File: src/rtl/core/mbrf_pkg.sv
package mbrf_pkg;

  localparam int unsigned CrcStages = 6;
  localparam int unsigned FrameLen  = 8;
  localparam int unsigned IdxW      = $clog2(FrameLen);

  localparam logic [7:0]  FuncReadHold = 8'h03;
  localparam logic [15:0] CrcInit      = 16'hFFFF;
  localparam logic [15:0] CrcPolyRefl  = 16'hA001;

  // Frame byte positions.
  localparam logic [IdxW-1:0] PosSlave   = 3'd0;
  localparam logic [IdxW-1:0] PosFunc    = 3'd1;
  localparam logic [IdxW-1:0] PosAddrHi  = 3'd2;
  localparam logic [IdxW-1:0] PosAddrLo  = 3'd3;
  localparam logic [IdxW-1:0] PosZero    = 3'd4;
  localparam logic [IdxW-1:0] PosCount   = 3'd5;
  localparam logic [IdxW-1:0] PosCrcLo   = 3'd6;
  localparam logic [IdxW-1:0] PosCrcHi   = 3'd7;

  typedef struct packed {
    logic [7:0]  slave_address;
    logic [15:0] register_address;
    logic [7:0]  register_count;
  } mbrf_req_t;

  typedef struct packed {
    logic [7:0] frame_byte;
    logic       last_byte;
  } mbrf_rsp_t;

  // One of the six header bytes that the CRC covers.
  function automatic logic [7:0] mbrf_hdr_byte(input mbrf_req_t req,
                                               input logic [IdxW-1:0] pos);
    logic [7:0] b;
    case (pos)
      PosSlave:  b = req.slave_address;
      PosFunc:   b = FuncReadHold;
      PosAddrHi: b = req.register_address[15:8];
      PosAddrLo: b = req.register_address[7:0];
      PosZero:   b = 8'h00;
      PosCount:  b = req.register_count;
      default:   b = 8'h00;
    endcase
    return b;
  endfunction

  // CRC-16/MODBUS update by one byte, least significant bit first.
  function automatic logic [15:0] mbrf_crc_byte(input logic [15:0] crc,
                                                input logic [7:0]  data);
    logic [15:0] acc;
    acc = crc ^ {8'h00, data};
    for (int b = 0; b < 8; b++) begin
      if (acc[0]) begin
        acc = (acc >> 1) ^ CrcPolyRefl;
      end else begin
        acc = acc >> 1;
      end
    end
    return acc;
  endfunction

endpackage

File: src/rtl/core/modbus_read_request_framer_core.sv
// Modbus RTU read-holding-registers request framer.
// A request (slave address, starting register address, register count)
// enters on the req channel when req_valid_i is high and req_stall_o low.
// For each request the block sends eight bytes on the rsp channel, one per
// accepted response: slave address, function code 03h, address high and
// low, a zero byte, the count, then the CRC-16/MODBUS low and high bytes.
// last_byte is set on the CRC high byte.
// The CRC is built in a six-stage pipeline, one header byte per stage, and
// a serialiser then steps through the frame into the output register.
// A request passes through the six CRC stages, the serialiser and the
// output register. The serialiser sends one byte a cycle unless the
// receiver stalls, and takes the next frame as it sends the last byte.
// More requests queue in the pipeline, which takes one whenever it has room.
// When the receiver stalls, the output byte holds and the serialiser and
// pipeline wait; req_stall_o rises once the pipeline is full.
// Reset empties the pipeline, the serialiser and the output register.
module modbus_read_request_framer_core
  import mbrf_pkg::*;
(
  input  logic      clk_i,
  input  logic      rst_ni,
  input  logic      req_valid_i,
  output logic      req_stall_o,
  input  mbrf_req_t req_i,
  output logic      rsp_valid_o,
  input  logic      rsp_stall_i,
  output mbrf_rsp_t rsp_o
);

  logic        pipe_ready;
  logic        pipe_valid;
  mbrf_req_t   pipe_req;
  logic [15:0] pipe_crc;

  logic            ser_valid_q;
  logic [IdxW-1:0] ser_idx_q;
  mbrf_req_t       ser_req_q;
  logic [15:0]     ser_crc_q;

  logic      out_valid_q;
  mbrf_rsp_t out_q;
  mbrf_rsp_t out_d;

  logic out_adv;
  logic ser_emit;
  logic ser_done;
  logic ser_take;

  mbrf_crc_pipe u_crc_pipe (
    .clk_i   (clk_i),
    .rst_ni  (rst_ni),
    .valid_i (req_valid_i),
    .req_i   (req_i),
    .ready_o (pipe_ready),
    .valid_o (pipe_valid),
    .req_o   (pipe_req),
    .crc_o   (pipe_crc),
    .ready_i (ser_take)
  );

  assign req_stall_o = !pipe_ready;

  assign out_adv  = !out_valid_q || !rsp_stall_i;
  assign ser_emit = ser_valid_q && out_adv;
  assign ser_done = ser_emit && (ser_idx_q == PosCrcHi);
  assign ser_take = !ser_valid_q || ser_done;

  always_comb begin
    case (ser_idx_q)
      PosCrcLo: out_d.frame_byte = ser_crc_q[7:0];
      PosCrcHi: out_d.frame_byte = ser_crc_q[15:8];
      default:  out_d.frame_byte = mbrf_hdr_byte(ser_req_q, ser_idx_q);
    endcase
    out_d.last_byte = (ser_idx_q == PosCrcHi);
  end

  always_ff @(posedge clk_i or negedge rst_ni) begin
    if (!rst_ni) begin
      ser_valid_q <= 1'b0;
      ser_idx_q   <= PosSlave;
      out_valid_q <= 1'b0;
    end else begin
      if (ser_take) begin
        ser_valid_q <= pipe_valid;
        ser_idx_q   <= PosSlave;
      end else if (ser_emit) begin
        ser_idx_q <= ser_idx_q + IdxW'(1);
      end
      if (out_adv) begin
        out_valid_q <= ser_valid_q;
      end
    end
  end

  always_ff @(posedge clk_i) begin
    if (ser_take && pipe_valid) begin
      ser_req_q <= pipe_req;
      ser_crc_q <= pipe_crc;
    end
    if (ser_emit) begin
      out_q <= out_d;
    end
  end

  assign rsp_valid_o = out_valid_q;
  assign rsp_o       = out_q;

endmodule

File: src/rtl/core/mbrf_crc_pipe.sv
module mbrf_crc_pipe
  import mbrf_pkg::*;
(
  input  logic        clk_i,
  input  logic        rst_ni,
  input  logic        valid_i,
  input  mbrf_req_t   req_i,
  output logic        ready_o,
  output logic        valid_o,
  output mbrf_req_t   req_o,
  output logic [15:0] crc_o,
  input  logic        ready_i
);

  logic        v_q   [CrcStages];
  mbrf_req_t   req_q [CrcStages];
  logic [15:0] crc_q [CrcStages];

  logic        rdy     [CrcStages];
  logic        src_v   [CrcStages];
  mbrf_req_t   src_req [CrcStages];
  logic [15:0] src_crc [CrcStages];
  logic [15:0] crc_d   [CrcStages];

  // A stage may load when it is empty or its contents move on, so bubbles
  // close up while the far end is stalled.
  always_comb begin
    rdy[CrcStages-1] = !v_q[CrcStages-1] || ready_i;
    for (int i = CrcStages - 2; i >= 0; i--) begin
      rdy[i] = !v_q[i] || rdy[i+1];
    end
  end

  always_comb begin
    src_v[0]   = valid_i;
    src_req[0] = req_i;
    src_crc[0] = CrcInit;
    for (int i = 1; i < CrcStages; i++) begin
      src_v[i]   = v_q[i-1];
      src_req[i] = req_q[i-1];
      src_crc[i] = crc_q[i-1];
    end
    for (int i = 0; i < CrcStages; i++) begin
      crc_d[i] = mbrf_crc_byte(src_crc[i], mbrf_hdr_byte(src_req[i], IdxW'(i)));
    end
  end

  always_ff @(posedge clk_i or negedge rst_ni) begin
    if (!rst_ni) begin
      for (int i = 0; i < CrcStages; i++) begin
        v_q[i] <= 1'b0;
      end
    end else begin
      for (int i = 0; i < CrcStages; i++) begin
        if (rdy[i]) begin
          v_q[i] <= src_v[i];
        end
      end
    end
  end

  always_ff @(posedge clk_i) begin
    for (int i = 0; i < CrcStages; i++) begin
      if (rdy[i] && src_v[i]) begin
        req_q[i] <= src_req[i];
        crc_q[i] <= crc_d[i];
      end
    end
  end

  assign ready_o = rdy[0];
  assign valid_o = v_q[CrcStages-1];
  assign req_o   = req_q[CrcStages-1];
  assign crc_o   = crc_q[CrcStages-1];

endmodule
File: config.mk
export PLATFORM = sky130hd
export DESIGN_NAME = modbus_read_request_framer_core
export DESIGN_NICKNAME = d
export VERILOG_FILES = /design/src/rtl/core/mbrf_pkg.sv /design/src/rtl/core/modbus_read_request_framer_core.sv /design/src/rtl/core/mbrf_crc_pipe.sv
export SDC_FILE = /design/constraint.sdc
export NUM_CORES = 1
export LEC_CHECK = 0
export ABC_AREA = 1
export BUFFER_PORTS_ARGS = -buffer_cell sky130_fd_sc_hd__buf_4
export CORE_ASPECT_RATIO = 1.75
export CORE_MARGIN = 3
export CORE_UTILIZATION = 40
export CTS_CLUSTER_DIAMETER = 60
export DETAILED_ROUTE_END_ITERATION = 6
export PLACE_DENSITY = 0.53
export SYNTH_ARGS = -nofsm -noshare
export SYNTH_HDL_FRONTEND = slang
export SYNTH_SLANG_ARGS = --single-unit
File: constraint.sdc
create_clock -name clk_i -period 4.8 [get_ports clk_i]
set_input_delay 0.72 -clock clk_i [delete_from_list [all_inputs] [get_ports clk_i]]
set_output_delay 0.72 -clock clk_i [all_outputs]
set_load 0.03 [all_outputs]
==> results of run 1 <==
[worst paths after layout]
path / from / end / slack (ns) / cells past startpoint
setup reg to reg: ser_idx_q[2]$_DFFE_PN0P_ / u_crc_pipe.crc_q[2][8]$_DFFE_PP_ / 1.58 / 11
hold reg to reg: u_crc_pipe.req_q[5][28]$_DFFE_PP_ / ser_req_q[28]$_DFFE_PP_ / 0.41 / 0
setup / recovery: ser_idx_q[0]$_DFFE_PN0P_ / req_stall_o / 1.04 / 16
max in group asynchronous: rst_ni / ser_idx_q[0]$_DFFE_PN0P_ / 4.07 / 2
hold / removal: req_i[20] / u_crc_pipe.req_q[0][20]$_DFFE_PP_ / 0.35 / 1
min in group asynchronous: rst_ni / u_crc_pipe.src_v[1]$_DFFE_PN0P_ / 0.57 / 2
[cells in the final DEF, fill, tap and decap left out]
master / n
nand3_4: 1
inv_1: 58
nor2_1: 8
edfxtp_1: 332
dfrtp_1: 11
xor2_1: 49
bufinv_16: 6
nand3_2: 3
o21ai_0: 5
inv_2: 1
a21oi_1: 1
clkinv_2: 4
nand2_2: 34
nand2_1: 110
dlygate4sd3_1: 1
o211ai_1: 1
ha_1: 6
nand4_1: 8
nand3_1: 56
clkinv_1: 7
clkbuf_16: 29
xnor2_2: 1
xnor2_1: 24
nor2_4: 2
o21ai_1: 1
clkinvlp_4: 4
inv_4: 1
buf_4: 51
nand2_4: 5
clkbuf_1: 3
o22ai_1: 1
[kinds of logic after synthesis]
group                    after synthesis  synth area share, %
AO/OA/AOI/OAI                          9                0.394
buffers and inverters                 65                 2.00
AND/OR/NAND/NOR                      227                 8.87
adder cells (fa/ha/maj)                6                0.607
XOR/XNOR                              74                 5.30
flip-flops                           343                 82.8
[state kept, by name, summed over array words and instances, names as in the netlist]
| name | cells |
|---|---|
| u_crc_pipe.req_q | 192 |
| u_crc_pipe.crc_q | 83 |
| ser_req_q | 32 |
| ser_crc_q | 16 |
| rsp_o | 9 |
| u_crc_pipe.src_v | 5 |
| ser_idx_q | 3 |
| rsp_valid_o | 1 |
| ser_valid_q | 1 |
| u_crc_pipe.valid_o | 1 |
[area by class of cell]
| class | instances | area, µm² |
|---|---|---|
| Clock buffer | 32 | 737 |
| Sequential cell | 343 | 10200 |
| Inverter | 60 | 228 |
| Clock inverter | 21 | 256 |
| Timing Repair Buffer | 52 | 393 |
| Multi-Input combinational cell | 316 | 1890 |
| Tap cell | 387 | 484 |
| Fill cell | 2597 | 16000 |
[power groups by stage]
stage               logic (mW)  clock network [mW]  registers [mW]
floorplan                0.819                   0            3.98
global placement          1.15                   0            3.97
detailed placement        1.19                   0            3.98
CTS                       1.19                2.49            3.92
global route              1.31                2.60            3.94
finish                    1.16                2.41            3.91
[per-layer routing]
metal,vias up,wire [µm],global-route usage (%)
li1,2727,-,-
met1,2602,5400,8.91
met2,85,11300,24.2
met3,39,524,1.48
met4,0,649,5.13
met5,-,0,0
[metrics by stage]
step	worst slack, ns	cell area (µm²)	std cells	util [%]
final	1.04	14200	1211	47.0
after global routing	0.677	14200	1211	47.0
after CTS	0.963	14200	1211	47.0
after detailed placement	1.54	13200	1157	43.7
after global placement	1.58	13200	1157	43.7
after floorplan	0.942	12400	724	-
==> reports/metrics.cfg, run 1 <==
[global_route]
grt_pass1_wl_um=29000
grt_pass1_vias=5809
grt_use_total_pct=11.0
grt_antenna_before_repair=0
grt_max_degree=49
overflow=0

[route]
drt-wirelength-per-cell_um=14.8
ant_nets=0
drt-total-wl_um=17900
first_iter_violations=203
viasPerCell=4.50
drtPass1Iterations=4
vias=5453
drc_errors=0

[setup_path]
crit_slowest_cell=dfrtp_1
worst_ep_required_time_ns=4.08
path_max_fanout=11
max_stage_delay_ns=0.42
arrival_ns=3.04
crit_family=simple AND/OR/NAND/NOR gates
critPathKind=flop to primary output
crit_path_end_kind=primary output
cpMostUsedCell=inv_1
crit_chain=ha_1, ha_1, inv_1, o21ai_1, nor2_1, inv_1, nor2_1, inv_1, nor2_1, inv_1, nor2_1, inv_1, nor2_1, nand2_1, inv_1, buf_4
cp_num_buf_inv=7
start_kind=flop

[floorplanning]
io_pins=47
design.core.area_um2=30300
die_x_um=139
die_area_um2=33200
die_h_um=239
rows=84
initial_core_util_pct=40.9

[yosys]
synth-edff-count=332
synthTopCellsByArea=edfxtp_1 (81%), xor2_1 (3.5%), nand2_1 (3.3%), nand3_1 (2.3%), dfrtp_1 (2.2%)
yosys-top-cells-count=edfxtp_1 (332), nand2_1 (110), inv_1 (58)
ys.flop_type=edfxtp_1
synth_nets=766
seq_area_frac_synth_pct=82.8
syn_area_um2=12400
ys.warnings.count=0
ys_types=25
async_reset_ff_share_pct=3.21
yosysTopAreaCell=edfxtp_1
synth.avg_cell_area_um2=17.1
netlist.area_leader.share_pct=80.6
ys_seq_elements=343
yosysMostFrequentCell=edfxtp_1
syn_inst=724

[power]
leakage_nw=5.12
total_power_mw=7.49
power_frac_seq_pct=52.2
combPwrFrac_pct=15.6
p_sw_share_pct=25.4
pwr-share-clk_pct=32.2
internal_power_mw=5.58
p_sw_mw=1.90
power.density_nw_per_um2=526
peakVddDrop_mv=0.279

[sta]
fin_crit_ns=3.76
setup_viol=0
finalCritPeriodShare_pct=78.3
finalMaxSlewViolations=0
fin_hold_ws_ns=0.351
setup_tns_ns=0
fmax_ghz=0.266
worstMarginPinSlew_ns=1.25
hold_viol_final=0
rsz0062_at_grt=false
maxSlewHeadroom_pct=16.4
fin_worst_skew_ns=0.0171

[clock_tree]
cts_resized=0
cts.htree.levels=1
cts_buffer_depth=3
clock_latency_ns=0.54
path_clk_slew_ns=0.07
cts.sinks=343
root_buffer=clkbuf_16
cts_tree=yes
post_cts_buffers=0
cts_buffers=29
cts-hold-fix-buffers=1

[placed_design]
io_buffers=46
dp_hpwl_um=13200
place_congestion=0.859

[status]
status=complete, no violations

[cells_and_area]
syn_to_final_growth_pct=15.1
diodes=0
layout.nets=844
drive_above_1_share_pct=17.2

[flow_run]
drv_cap=0

[hold_path]
hp-class=input port to flop

No activity file was read; power rests on OpenSTA's default activity.
==> run 2: changes to the inputs <==
Settings changed: ABC_AREA 1 to 0.
Clock period 4.8 ns to 3.69 ns, I/O delays scaled along.
==> run 2 against run 1 <==
  * Die area shrank 4.1%
  * Cell count shrank 16%
  * Non-clock buffer count grew 3
  * Largest power group unchanged
  * Global-route usage is essentially flat
  * Via count shrank 17%
  * Register-to-register slack lost 0.74 ns
  * Sequential power grew 20%
  * Cell area shrank 3.1%
  * Sequential share of layout area grew 2.3 points
  * Flip-flop and latch count is the same
==> reports/metrics.cfg, run 2 <==
[setup_path]
max_stage_delay_ns=0.44  ; +0.02 ns
cpMostUsedCell=ha_1
cp_num_buf_inv=1  ; -6
r2r-start=ser_idx_q[0]$_DFFE_PN0P_
start_kind=flop
crit_path_end_kind=primary output
crit_family=simple AND/OR/NAND/NOR gates
critPathKind=flop to primary output
arrival_ns=2.81  ; -0.23 ns
r2r_end=u_crc_pipe.req_q[3][26]$_DFFE_PP_
rrSetupSlack_ns=0.84  ; -0.74 ns
path_max_fanout=14  ; +3
worst_ep_required_time_ns=3.14  ; -0.94 ns
crit_slowest_cell=dfrtp_1
ff2ff_path_depth=7  ; -4
crit_chain=ha_1, ha_1, a21bo_2, nand4_1, nor3_2, buf_4

[route]
drtPass1Iterations=4  ; unchanged
first_iter_violations=234  ; +15%
viasPerCell=4.46  ; -1.1%
ant_nets=0  ; unchanged
drc_errors=0  ; unchanged
drt-wirelength-per-cell_um=16.3  ; +10%
vias=4540  ; -17%
drt-total-wl_um=16600  ; -7.4%

[yosys]
async_reset_ff_share_pct=3.21  ; unchanged
ys_types=34  ; +36%
synth_nets=578  ; -25%
synth.avg_cell_area_um2=22.1  ; +29%
synthTopCellsByArea=edfxtp_1 (84%), xnor2_1 (3.5%), xor2_1 (2.6%), dfrtp_1 (2.3%), xnor3_1 (0.95%)
synth-edff-count=332  ; unchanged
syn_inst=536  ; -26%
yosysTopAreaCell=edfxtp_1
seq_area_frac_synth_pct=86.5  ; +3.6 points
netlist.area_leader.share_pct=84.1  ; +3.5 points
yosysMostFrequentCell=edfxtp_1
yosys-top-cells-count=edfxtp_1 (332), xnor2_1 (47), xor2_1 (35)
ys_seq_elements=343  ; unchanged
syn_area_um2=11800  ; -4.2%
ys.warnings.count=0  ; unchanged
ys.flop_type=edfxtp_1

[cells_and_area]
layout_common_cells=edfxtp_1 (332), buf_4 (54), xnor2_1 (47), xor2_1 (35), clkbuf_16 (31)
diodes=0  ; unchanged
syn_to_final_growth_pct=16.4
layout_commonest_cell=edfxtp_1
layout.nets=659  ; -22%
regMostFlops=u_crc_pipe.req_q
reg.largest.list=u_crc_pipe.req_q (192), u_crc_pipe.crc_q (83), ser_req_q (32)
largest_reg_flops=192  ; unchanged
nFillCells=2425  ; -6.6%
drive_above_1_share_pct=18.6  ; +1.3 points

[placed_design]
dp_hpwl_um=12400  ; -6.3%
place_congestion=0.854  ; -0.64%
io_buffers=46  ; unchanged
place_ws_ns=0.751  ; -0.790 ns

[sta]
setup_viol=0  ; unchanged
fin_crit_ns=3.37
worstMarginPinSlew_ns=0.639  ; -0.612 ns
setup_tns_ns=0  ; unchanged
fin_worst_skew_ns=0.0122  ; -0.00498 ns
finalMaxSlewViolations=0  ; unchanged
rsz0062_at_grt=false
hold_viol_final=0  ; unchanged
maxSlewHeadroom_pct=57.3  ; +41 points
finalCritPeriodShare_pct=91.2
layout_setup_ws_ns=0.324  ; -0.716 ns
fmax_ghz=0.297

[clock_tree]
root_buffer=clkbuf_16
cts_tree=yes
cts.htree.levels=1  ; unchanged
cts_buffers=31  ; +6.9%
post_cts_buffers=0  ; unchanged
cts.sinks=343  ; unchanged
clock_latency_ns=0.55  ; about the same
path_clk_slew_ns=0.06  ; about the same
cts_buffer_depth=3  ; unchanged

[hold_path]
hold_path_depth=1  ; unchanged
hp-class=input port to flop
holdPathEnd=u_crc_pipe.req_q[0][23]$_DFFE_PP_
hp-start=req_i[23]

[power]
power.density_nw_per_um2=636  ; +21%
p_sw_mw=1.93  ; +1.1%
peakVddDrop_mv=0.356  ; +28%
pwr-share-clk_pct=36.4  ; +4.2 points
power_frac_seq_pct=53.5  ; +1.3 points
leakage_nw=4.58  ; -11%
p_sw_share_pct=22.0  ; -3.5 points
internal_power_mw=6.84  ; +22%
combPwrFrac_pct=10.1  ; -5.5 points

[floorplanning]
design.core.area_um2=28900  ; -4.4%
die_h_um=234  ; -2.1%
initial_core_util_pct=41.0  ; +0.088 points
rows=82  ; -2.4%
die_area_um2=31800  ; -4.1%
io_pins=47  ; unchanged
die_x_um=136  ; -2.0%

[global_route]
grt_pass1_wl_um=26500  ; -8.4%
grt_use_total_pct=11.0  ; +0.049 points
overflow=0  ; unchanged
grt_antenna_before_repair=0  ; unchanged
grt_pass1_vias=4984  ; -14%
grt_max_degree=49  ; unchanged

[status]
status=complete, no violations

[flow_run]
drv_cap=0  ; unchanged

run 2: layout make-up:
type | count | area [µm²] | area share, %
multi-input cells | 178 | 1580 | 11.5
well taps | 378 | 473 | 3.43
clock inverters | 23 | 258 | 1.87
repair buffers | 55 | 415 | 3.01
clock buffers | 34 | 787 | 5.71
flip-flops and latches | 343 | 10200 | 74.3
inverters | 8 | 30.0 | 0.218
run 2: how the worst max path moves through the flow:
stage | startpoint | end | slack (ns) | depth (start not counted)
after CTS | ser_idx_q[0]$_DFFE_PN0P_ | req_stall_o | 0.15 | 6
after global routing | ser_idx_q[0]$_DFFE_PN0P_ | req_stall_o | 0.13 | 6
after detailed placement | ser_idx_q[0]$_DFFE_PN0P_ | req_stall_o | 0.75 | 6
after global placement | ser_idx_q[0]$_DFFE_PN0P_ | req_stall_o | 0.86 | 6
after floorplan | ser_idx_q[0]$_DFFE_PN0P_ | u_crc_pipe.crc_q[1][0]$_DFFE_PP_ | 0.005 | 6
final | ser_idx_q[0]$_DFFE_PN0P_ | req_stall_o | 0.32 | 6
run 2: logic make-up (layout without fill, tap and decap cells):
kind of cell | Yosys count | after routing | synth area share (%)
adder cells (fa/ha/maj) | 6 | 6 | 0.634
flip-flops | 343 | 343 | 86.5
buffers and inverters | 15 | 120 | 0.486
AND/OR/NAND/NOR | 38 | 38 | 1.77
XOR/XNOR | 93 | 93 | 8.09
AO/OA/AOI/OAI | 41 | 41 | 2.56
run 2: power by group through the flow:
stage | logic, mW | clock network, mW | registers (mW)
2_1_floorplan | 0.526 | 0 | 4.82
3_3_place_gp | 0.871 | 0 | 4.76
3_5_place_dp | 0.902 | 0 | 4.77
4_1_cts | 0.905 | 3.30 | 4.69
5_1_grt | 0.964 | 3.50 | 4.70
6_report | 0.885 | 3.19 | 4.69
run 2: per-stage QoR:
| step | total power, mW | cells | utilization, % | area, µm² | hold slack, ns |
|---|---|---|---|---|---|
| 6_report | 8.76 | 1019 | 47.7 | 13800 | 0.179 |
| 5_1_grt | 9.17 | 1019 | 47.7 | 13800 | 0.145 |
| 4_1_cts | 8.90 | 1019 | 47.6 | 13800 | 0.141 |
| 3_5_place_dp | 5.68 | 961 | 44.0 | 12700 | 0.400 |
| 3_3_place_gp | 5.64 | 961 | 44.0 | 12700 | 0.394 |
| 2_1_floorplan | 5.35 | 536 | - | 11900 | 0.258 |
run 2: repair_timing:
| action | 4_1_cts | 5_1_grt |
|---|---|---|
| hold endpoints to repair | 11 | 0 |
| hold buffers | 1 | 0 |
| endpoints found under the setup margin | 0 | 1 |
| resized for setup | 0 | 1 |
run 2: metal layers:
| layer | up-vias | global-route usage, % | wire length (µm) |
|---|---|---|---|
| li1 | 2221 | - | - |
| met1 | 2182 | 8.84 | 4580 |
| met2 | 97 | 23.5 | 10500 |
| met3 | 40 | 1.94 | 653 |
| met4 | 0 | 5.83 | 803 |
| met5 | - | 0 | 0 |
